File: src/hw/rtl/bsa_pkg.sv
`timescale 1ns / 1ps
// ----------------------------------------------------------------------------
// bsa_pkg: shared types and constants of the bitmap slot allocator
// Opcodes, controller states, the command and status bundles between the
// controller and the datapath, and the field widths of the ports.
// ----------------------------------------------------------------------------
package bsa_pkg;

  localparam int OPC_W             = 2;
  localparam int IDX_W             = 12;
  localparam int CNT_W             = 13;
  localparam int CFG_ADDR_W        = 3;
  localparam int CFG_DATA_W        = 32;
  localparam int BYTE_W            = 8;
  localparam int CAPACITY_BITS_DEF = 4096;

  localparam logic [CNT_W-1:0]  BIT_COUNT_RST = 13'd4096;
  localparam logic [BYTE_W-1:0] BIT_MSB       = 8'h80;

  // register select: paddr[2] picks the register
  localparam logic CFG_SEL_BIT_COUNT = 1'b0;

  typedef enum logic [OPC_W-1:0] {
    OP_FIND  = 2'd0,
    OP_GET   = 2'd1,
    OP_SET   = 2'd2,
    OP_UNSET = 2'd3
  } opcode_t;

  typedef enum logic [2:0] {
    ST_CLEAR,
    ST_IDLE,
    ST_READ,
    ST_EVAL,
    ST_ERR
  } state_t;

  typedef enum logic [1:0] {
    RES_ERR,
    RES_ACC,
    RES_FIND
  } res_sel_t;

  typedef struct packed {
    logic     load;
    logic     rd_en;
    logic     wr_bit;
    logic     clr_wr;
    logic     adv;
    logic     res_load;
    res_sel_t res_sel;
  } cmd_t;

  typedef struct packed {
    logic    in_range;
    opcode_t op;
    logic    hit;
    logic    last_byte;
    logic    clr_last;
  } stat_t;

endpackage

File: src/hw/rtl/bsa_ram.sv
`timescale 1ns / 1ps
// ----------------------------------------------------------------------------
// bsa_ram: generic single-clock RAM
// One write port, one read port with registered read data.
// ----------------------------------------------------------------------------
module bsa_ram #(
  parameter int WIDTH = bsa_pkg::BYTE_W,
  parameter int DEPTH = (bsa_pkg::CAPACITY_BITS_DEF + 7) / 8,
  localparam int ADDR_W = (DEPTH > 1) ? $clog2(DEPTH) : 1
) (
  input  logic              clk,
  input  logic              wr_en,
  input  logic [ADDR_W-1:0] wr_addr,
  input  logic [WIDTH-1:0]  wr_data,
  input  logic              rd_en,
  input  logic [ADDR_W-1:0] rd_addr,
  output logic [WIDTH-1:0]  rd_data
);

  logic [WIDTH-1:0] mem_r [DEPTH];
  logic [WIDTH-1:0] rd_data_r;

  always_ff @(posedge clk) begin
    if (wr_en) begin
      mem_r[wr_addr] <= wr_data;
    end
    if (rd_en) begin
      rd_data_r <= mem_r[rd_addr];
    end
  end

  assign rd_data = rd_data_r;

endmodule

File: src/hw/rtl/bsa_datapath.sv
`timescale 1ns / 1ps
// ----------------------------------------------------------------------------
// bsa_datapath: scan pointer, byte evaluation and result registers
// Holds the bit store, the request latch and the clear sweep counter.
// ----------------------------------------------------------------------------
module bsa_datapath #(
  parameter int CAPACITY_BITS = bsa_pkg::CAPACITY_BITS_DEF
) (
  input  logic                        clk,
  input  logic                        rst_n,
  input  bsa_pkg::cmd_t               cmd,
  output bsa_pkg::stat_t              stat,
  input  logic [bsa_pkg::CNT_W-1:0]   bit_count,
  input  logic [bsa_pkg::OPC_W-1:0]   in_opcode,
  input  logic [bsa_pkg::IDX_W-1:0]   in_bit_index,
  output logic                        out_old_bit,
  output logic [bsa_pkg::IDX_W-1:0]   out_found_index,
  output logic                        out_status
);

  localparam int StoreBytes = (CAPACITY_BITS + 7) / 8;
  localparam int AddrW      = (StoreBytes > 1) ? $clog2(StoreBytes) : 1;
  localparam int CntW       = bsa_pkg::CNT_W;
  localparam int ByteW      = bsa_pkg::BYTE_W;
  localparam int CapClip    = (CAPACITY_BITS > 8191) ? 8191 : CAPACITY_BITS;

  logic [CntW-1:0]       count_eff;
  logic [CntW-1:0]       scan_r;
  bsa_pkg::opcode_t      op_r;
  logic [AddrW-1:0]      clr_addr_r;
  logic                  old_bit_r;
  logic [bsa_pkg::IDX_W-1:0] found_r;
  logic                  status_r;

  logic [CntW-4:0]       byte_idx;
  logic [AddrW-1:0]      byte_addr;
  logic [CntW:0]         next_base;
  logic [ByteW-1:0]      rd_data;
  logic [ByteW-1:0]      bit_mask;
  logic                  acc_bit;
  logic [ByteW-1:0]      wr_byte;
  logic [ByteW-1:0]      zero_vec;
  logic [2:0]            hit_pos;
  logic                  ram_wr_en;
  logic [AddrW-1:0]      ram_wr_addr;
  logic [ByteW-1:0]      ram_wr_data;

  assign count_eff = (bit_count > CntW'(CapClip)) ? CntW'(CapClip) : bit_count;

  assign byte_idx  = scan_r[CntW-1:3];
  assign byte_addr = AddrW'(byte_idx);
  assign next_base = {1'b0, byte_idx, 3'b000} + (CntW+1)'(8);

  // bit access for get, set and unset
  assign bit_mask = bsa_pkg::BIT_MSB >> scan_r[2:0];
  assign acc_bit  = |(rd_data & bit_mask);
  assign wr_byte  = (op_r == bsa_pkg::OP_SET) ? (rd_data | bit_mask) : (rd_data & ~bit_mask);

  // clear bits of the current byte that lie in [scan, count)
  always_comb begin
    logic [CntW-1:0] cand;
    cand     = '0;
    zero_vec = '0;
    hit_pos  = '0;
    for (int p = 0; p < ByteW; p++) begin
      cand        = {byte_idx, 3'(p)};
      zero_vec[p] = !rd_data[3'(ByteW - 1 - p)] && (3'(p) >= scan_r[2:0]) && (cand < count_eff);
    end
    for (int p = ByteW - 1; p >= 0; p--) begin
      if (zero_vec[p]) begin
        hit_pos = 3'(p);
      end
    end
  end

  assign stat.in_range  = ({1'b0, in_bit_index} < count_eff);
  assign stat.op        = op_r;
  assign stat.hit       = |zero_vec;
  assign stat.last_byte = (next_base >= {1'b0, count_eff});
  assign stat.clr_last  = (clr_addr_r == AddrW'(StoreBytes - 1));

  assign ram_wr_en   = cmd.clr_wr | cmd.wr_bit;
  assign ram_wr_addr = cmd.clr_wr ? clr_addr_r : byte_addr;
  assign ram_wr_data = cmd.clr_wr ? '0 : wr_byte;

  bsa_ram #(
    .WIDTH (ByteW),
    .DEPTH (StoreBytes)
  ) u_store (
    .clk     (clk),
    .wr_en   (ram_wr_en),
    .wr_addr (ram_wr_addr),
    .wr_data (ram_wr_data),
    .rd_en   (cmd.rd_en),
    .rd_addr (byte_addr),
    .rd_data (rd_data)
  );

  always_ff @(posedge clk) begin
    if (!rst_n) begin
      clr_addr_r <= '0;
    end else if (cmd.clr_wr) begin
      clr_addr_r <= clr_addr_r + AddrW'(1);
    end
  end

  always_ff @(posedge clk) begin
    if (cmd.load) begin
      scan_r <= {1'b0, in_bit_index};
      op_r   <= bsa_pkg::opcode_t'(in_opcode);
    end else if (cmd.adv) begin
      scan_r <= next_base[CntW-1:0];
    end
  end

  always_ff @(posedge clk) begin
    if (cmd.res_load) begin
      case (cmd.res_sel)
        bsa_pkg::RES_ACC: begin
          old_bit_r <= acc_bit;
          found_r   <= '0;
          status_r  <= 1'b0;
        end
        bsa_pkg::RES_FIND: begin
          old_bit_r <= 1'b0;
          found_r   <= bsa_pkg::IDX_W'({byte_idx, hit_pos});
          status_r  <= 1'b0;
        end
        default: begin
          old_bit_r <= 1'b0;
          found_r   <= '0;
          status_r  <= 1'b1;
        end
      endcase
    end
  end

  assign out_old_bit     = old_bit_r;
  assign out_found_index = found_r;
  assign out_status      = status_r;

endmodule

File: src/hw/rtl/bsa_ctrl.sv
`timescale 1ns / 1ps
// ----------------------------------------------------------------------------
// bsa_ctrl: sequencing state machine
// Runs the clear sweep, takes requests, steps the byte scan and owns the
// result valid flag.
// ----------------------------------------------------------------------------
module bsa_ctrl (
  input  logic            clk,
  input  logic            rst_n,
  input  logic            in_valid,
  output logic            in_stall,
  output logic            out_valid,
  input  logic            out_stall,
  input  bsa_pkg::stat_t  stat,
  output bsa_pkg::cmd_t   cmd
);

  bsa_pkg::state_t state_r, state_nxt;
  logic            out_valid_r, out_valid_nxt;
  logic            out_free;

  assign out_free = !out_valid_r || !out_stall;
  assign in_stall = (state_r != bsa_pkg::ST_IDLE);

  always_ff @(posedge clk) begin
    if (!rst_n) begin
      state_r     <= bsa_pkg::ST_CLEAR;
      out_valid_r <= 1'b0;
    end else begin
      state_r     <= state_nxt;
      out_valid_r <= out_valid_nxt;
    end
  end

  always_comb begin
    state_nxt   = state_r;
    cmd         = '0;
    cmd.res_sel = bsa_pkg::RES_ERR;
    unique case (state_r)
      bsa_pkg::ST_CLEAR: begin
        cmd.clr_wr = 1'b1;
        if (stat.clr_last) begin
          state_nxt = bsa_pkg::ST_IDLE;
        end
      end
      bsa_pkg::ST_IDLE: begin
        if (in_valid) begin
          cmd.load  = 1'b1;
          state_nxt = stat.in_range ? bsa_pkg::ST_READ : bsa_pkg::ST_ERR;
        end
      end
      bsa_pkg::ST_READ: begin
        cmd.rd_en = 1'b1;
        state_nxt = bsa_pkg::ST_EVAL;
      end
      bsa_pkg::ST_EVAL: begin
        if (stat.op == bsa_pkg::OP_FIND) begin
          if (stat.hit) begin
            if (out_free) begin
              cmd.res_load = 1'b1;
              cmd.res_sel  = bsa_pkg::RES_FIND;
              state_nxt    = bsa_pkg::ST_IDLE;
            end
          end else if (stat.last_byte) begin
            if (out_free) begin
              cmd.res_load = 1'b1;
              state_nxt    = bsa_pkg::ST_IDLE;
            end
          end else begin
            cmd.adv   = 1'b1;
            state_nxt = bsa_pkg::ST_READ;
          end
        end else if (out_free) begin
          cmd.res_load = 1'b1;
          cmd.res_sel  = bsa_pkg::RES_ACC;
          cmd.wr_bit   = (stat.op == bsa_pkg::OP_SET) || (stat.op == bsa_pkg::OP_UNSET);
          state_nxt    = bsa_pkg::ST_IDLE;
        end
      end
      bsa_pkg::ST_ERR: begin
        if (out_free) begin
          cmd.res_load = 1'b1;
          state_nxt    = bsa_pkg::ST_IDLE;
        end
      end
      default: begin
        state_nxt = bsa_pkg::ST_IDLE;
      end
    endcase
  end

  always_comb begin
    out_valid_nxt = out_valid_r;
    if (cmd.res_load) begin
      out_valid_nxt = 1'b1;
    end else if (out_valid_r && !out_stall) begin
      out_valid_nxt = 1'b0;
    end
  end

  assign out_valid = out_valid_r;

endmodule

File: src/hw/rtl/bitmap_slot_allocator_top.sv
`timescale 1ns / 1ps
// ----------------------------------------------------------------------------
// bitmap_slot_allocator_top: bit store with find-first-clear
//
//   channel   direction  handshake               payload
//   in_       request    in_valid / in_stall     in_opcode, in_bit_index
//   out_      result     out_valid / out_stall   out_old_bit, out_found_index,
//                                                out_status
//   config    APB slave  psel/penable/pready     paddr, pwdata, prdata
//
// Get, set and unset pass through accept, RAM read and evaluate (set and
// unset write the byte back in the evaluate cycle). Find empty repeats the
// RAM read and the evaluate for each further byte scanned, since the
// single store RAM gives one byte per read.
// An out-of-range request goes from accept to the error state. After reset
// the store is swept to zero, one byte a cycle, (CAPACITY_BITS+7)/8 bytes
// (512 by default), with in_stall high; the register port works throughout.
// A waiting result does not block acceptance, only delivery of the next one.
// ----------------------------------------------------------------------------
module bitmap_slot_allocator_top #(
  parameter int CAPACITY_BITS = bsa_pkg::CAPACITY_BITS_DEF
) (
  input  logic                              clk,
  input  logic                              rst_n,
  // request channel
  input  logic                              in_valid,
  output logic                              in_stall,
  input  logic [bsa_pkg::OPC_W-1:0]         in_opcode,
  input  logic [bsa_pkg::IDX_W-1:0]         in_bit_index,
  // result channel
  output logic                              out_valid,
  input  logic                              out_stall,
  output logic                              out_old_bit,
  output logic [bsa_pkg::IDX_W-1:0]         out_found_index,
  output logic                              out_status,
  // register port
  input  logic                              psel,
  input  logic                              penable,
  input  logic                              pwrite,
  input  logic [bsa_pkg::CFG_ADDR_W-1:0]    paddr,
  input  logic [bsa_pkg::CFG_DATA_W-1:0]    pwdata,
  output logic [bsa_pkg::CFG_DATA_W-1:0]    prdata,
  output logic                              pready
);

  bsa_pkg::cmd_t             cmd;
  bsa_pkg::stat_t            stat;
  logic [bsa_pkg::CNT_W-1:0] bit_count_r;
  logic                      cfg_wr;

  // Register port: single bit_count register, decoded on paddr[2].
  // Written at the access phase; always ready.
  assign pready = 1'b1;
  assign cfg_wr = psel && penable && pwrite && (paddr[2] == bsa_pkg::CFG_SEL_BIT_COUNT);

  always_ff @(posedge clk) begin
    if (!rst_n) begin
      bit_count_r <= bsa_pkg::BIT_COUNT_RST;
    end else if (cfg_wr) begin
      bit_count_r <= pwdata[bsa_pkg::CNT_W-1:0];
    end
  end

  assign prdata = (paddr[2] == bsa_pkg::CFG_SEL_BIT_COUNT) ?
                  bsa_pkg::CFG_DATA_W'(bit_count_r) : '0;

  // Controller: sequences the sweep, the read/evaluate loop and delivery.
  bsa_ctrl u_ctrl (
    .clk       (clk),
    .rst_n     (rst_n),
    .in_valid  (in_valid),
    .in_stall  (in_stall),
    .out_valid (out_valid),
    .out_stall (out_stall),
    .stat      (stat),
    .cmd       (cmd)
  );

  // Datapath: store RAM, scan pointer, byte evaluation, result registers.
  bsa_datapath #(
    .CAPACITY_BITS (CAPACITY_BITS)
  ) u_datapath (
    .clk             (clk),
    .rst_n           (rst_n),
    .cmd             (cmd),
    .stat            (stat),
    .bit_count       (bit_count_r),
    .in_opcode       (in_opcode),
    .in_bit_index    (in_bit_index),
    .out_old_bit     (out_old_bit),
    .out_found_index (out_found_index),
    .out_status      (out_status)
  );

endmodule

File: config.mk
export PLATFORM = sky130hd
export DESIGN_NAME = bitmap_slot_allocator_top
export DESIGN_NICKNAME = d
export VERILOG_FILES = /design/src/hw/rtl/bsa_pkg.sv /design/src/hw/rtl/bsa_ram.sv /design/src/hw/rtl/bsa_datapath.sv /design/src/hw/rtl/bsa_ctrl.sv /design/src/hw/rtl/bitmap_slot_allocator_top.sv
export SDC_FILE = /design/constraint.sdc
export NUM_CORES = 2
export LEC_CHECK = 0
export BUFFER_PORTS_ARGS = -buffer_cell sky130_fd_sc_hd__buf_2
export CORE_ASPECT_RATIO = 1.2
export CORE_UTILIZATION = 65
export DETAILED_ROUTE_END_ITERATION = 12
export GPL_ROUTABILITY_DRIVEN = 1
export PLACE_DENSITY = 0.81
export SETUP_SLACK_MARGIN = 0.2
export SYNTH_ARGS = -nofsm -noshare
export SYNTH_HDL_FRONTEND = slang
export SYNTH_SLANG_ARGS = --single-unit
File: constraint.sdc
create_clock -name clk -period 28.5 [get_ports clk]
set_input_delay 1.425 -clock clk [delete_from_list [all_inputs] [get_ports clk]]
set_output_delay 1.425 -clock clk [all_outputs]
set_load 0.02 [all_outputs]
==> results.ini <==
[cts]
hold_buffers=0
cts_buffer_depth=4
path_clk_slew_ps=70
ctsResizeCount=0
insertion_delay_ps=960
cts_made_buffers=366
htree_levels=5
clock_sinks=4159
cts_tree=yes
cts_setup_buffers=0
clockRootBuffer=clkbuf_16

[routing]
antenna_left=0
wl_um=457300
wl_per_cell_um=38.96
vias_per_cell=7.552
drc=0
num_vias=88633
drt-initial-drc-count=15370
first_pass_iters=12

[layout]
final_core_util=0.7144
fin_cells=11737
multi_input_area_um2=35970
fill_cells=13269
register_area_um2=124600
nNetsFinal=8162
fin_area_um2=178400
syn2layout_area_growth_pct=9.274
drive_gt1_frac=0.2083

[sta]
holdWs_ps=512.3
grt_setup_unrepaired=no
fmax_ghz=0.1220
final_hold_viol_count=0
fin_crit_ps=8194
finalClockSkew_ps=54.60
worst_pin_slew_ps=1710
drv_slew=110
fin_setup_tns_ps=0
fin_crit_sh=0.2875
finalSetupViolCount=0
max_slew_margin=-0.1397

[grt]
grt_pass1_wl_um=637600
grt_use_total=0.3615
grt_max_degree=258
antenna_found_initial=26
grt_overflow=0
grt_pass1_vias=87250

[worst_setup_path]
path_max_fanout=44
cp.arrival_ps=8870
cp.required_ps=29170
regToRegEndpoint=u_datapath.u_store.rd_data[6]
r2r_slack_ps=20310
reg2reg_depth=12
r2r_start=u_datapath.scan_r[3]
crit_type=flip-flop to flip-flop
critPathCaptureType=flip-flop
critPathLaunchType=flip-flop

[placement]
post_dp_cell_area_um2=166700
gp_congestion=0.8764
place_hpwl_um=249300
portBuffers=63
dp.cells=11049

[synth]
seq_area_frac_synth=0.7633
postSynthCellCount=7966
yosys_warnings=0
synth.avg_cell_area_um2=20.50
synth_area_um2=163300
synth_edf_count=4132
synthFlopType=edfxtp_1
ys_types=76
synth-async-reset-ratio=0
ys_ff_latch=4159

[pwr]
power_leakage_uw=0.05834
powerDensity_nw_per_um2=65.06
ir_drop_mv=0.06090

[worst_hold_path]
hold_depth=2
min_to=bit_count_r[5]
holdCritPathClass=flip-flop to flip-flop
hold_start=bit_count_r[5]

[die]
die_w_um=459.5
initial_utilization=0.6538
dieArea_um2=253200
dieHeight_um=551.0
io_pins=105
row_count=201
fp.coreArea_um2=249700

[job]
maxCapViolCount=2

[outcome]
status=complete, but fails checks
violations=capacitance limit, slew limit

-- sequential cells by signal, summed over array words and instances, names as in the netlist, 2 cells and up --
signal and count:
u_datapath.clr_addr_r 9, u_datapath.u_store.rd_data 8, u_datapath.scan_r 13, u_ctrl.state_r 3, u_datapath.out_found_index 12, u_datapath.op_r 2
u_datapath.u_store.mem_r 4096, bit_count_r 13
-- worst max path at each step --
stage               slack, ps  depth (start not counted)                 start                              to
detailed placement      20540                         11  u_datapath.scan_r[3]   u_datapath.u_store.rd_data[3]
finish                  20310                         12  u_datapath.scan_r[3]   u_datapath.u_store.rd_data[6]
global placement        20680                         11  u_datapath.scan_r[3]   u_datapath.u_store.rd_data[3]
CTS                     20450                         12  u_datapath.scan_r[3]   u_datapath.u_store.rd_data[6]
floorplan               10820                          5     u_ctrl.state_r[2]  u_datapath.u_store.mem_r[0][5]
global route            19930                         12  u_datapath.scan_r[3]   u_datapath.u_store.rd_data[6]
-- critical path, cell delays in order (launching register included) --
cell	delay [ps]
edfxtp_1	950
buf_4	830
buf_4	740
buf_4	830
buf_4	720
buf_4	600
mux4_2	590
a2111oi_0	480
nor3_1	170
a32o_1	410
nor4_1	1050
o21ai_0	190
and3_1	230
-- cell families after synthesis --
logic type | Yosys count | share of synthesized area
AND/OR/NAND/NOR | 1112 | 0.02894
other | 2 | 0.00004600
flip-flops | 4159 | 0.7633
multiplexers | 1318 | 0.1516
XOR/XNOR | 13 | 0.0006974
AO/OA/AOI/OAI | 785 | 0.03380
adder cells (fa/ha/maj) | 38 | 0.002912
buffers and inverters | 539 | 0.01877
-- report_power, final --
| group | switching [uW] | leakage, uW | internal [uW] | total [uW] |
|---|---|---|---|---|
| clock | 2220 | 0.00567 | 2720 | 4940 |
| combinational | 40.1 | 0.0110 | 7.61 | 47.7 |
| sequential | 2.23 | 0.0417 | 6620 | 6620 |
-- Yosys cell counts, types with 7 or more instances --
cell,number,area share
nand4_1,14,0.00054
a22o_1,29,0.0016
a21oi_1,130,0.0040
a2111oi_0,12,0.00064
o211ai_1,18,0.00083
nand2_1,208,0.0048
buf_1,40,0.00092
a221oi_1,38,0.0020
nor2b_1,31,0.0012
inv_1,16,0.00037
ha_1,38,0.0029
and3_1,15,0.00057
a31oi_1,21,0.00080
dfxtp_1,27,0.0033
buf_2,110,0.0034
edfxtp_1,4132,0.76
o221ai_1,126,0.0068
xnor2_1,10,0.00054
o31ai_1,13,0.00060
o2111ai_1,10,0.00054
clkbuf_1,212,0.0049
nor4_1,15,0.00057
a211oi_1,29,0.0013
a22oi_1,92,0.0042
a21boi_0,16,0.00074
and2_1,21,0.00080
mux2_2,19,0.0013
buf_6,70,0.0048
o22ai_1,71,0.0027
o21ai_0,112,0.0034
nor2_1,662,0.015
nand2b_1,19,0.00073
nor3b_1,7,0.00032
nand3_1,43,0.0013
mux4_2,920,0.13
buf_4,83,0.0038
nand3b_1,10,0.00046
nor3_1,41,0.0013
a21o_1,12,0.00055
mux2i_1,378,0.023
-- per-stage QoR --
step | power (uW) | setup WS, ps
after floorplan | 6774 | 10820
after global placement | 6798 | 20680
after detailed placement | 6799 | 20540
after CTS | 11590 | 20450
after global routing | 11790 | 19930
final | 11610 | 20310
-- routing by layer --
| metal | global-route usage | vias up | routed length (um) | part of all wire |
|---|---|---|---|---|
| met2 | 0.5577 | 8820 | 212900 | 0.47 |
| met3 | 0.1033 | 2005 | 64830 | 0.14 |
| li1 | - | 33157 | - | - |
| met5 | 0 | - | 141 | 0.00031 |
| met1 | 0.4512 | 44637 | 141400 | 0.31 |
| met4 | 0.2426 | 14 | 38030 | 0.083 |
-- area by class of cell --
| cell class | instances | area share |
|---|---|---|
| Clock buffer | 448 | 0.05431 |
| Inverter | 19 | 0.0004558 |
| Antenna cell | 36 | 0.0005049 |
| Sequential cell | 4159 | 0.6985 |
| Clock inverter | 204 | 0.01084 |
| Multi-Input combinational cell | 3286 | 0.2016 |
| Timing Repair Buffer | 236 | 0.01031 |
| Tap cell | 3349 | 0.02349 |
-- cells in the final DEF (no fill, tap or decap), drive strengths merged, types with 33 or more instances in the layout --
cell type and n:
edfxtp 4132, ha 38, nor3 41, diode 36, mux2i 378, a21oi 130
o221ai 126, a221oi 38, o22ai 71, bufinv 33, nor2 662, a22oi 92
nand3 43, mux4 921, clkinv 148, buf 236, clkbuf 448, nand2 208
o21ai 116
(Power assumes the default switching activity.)
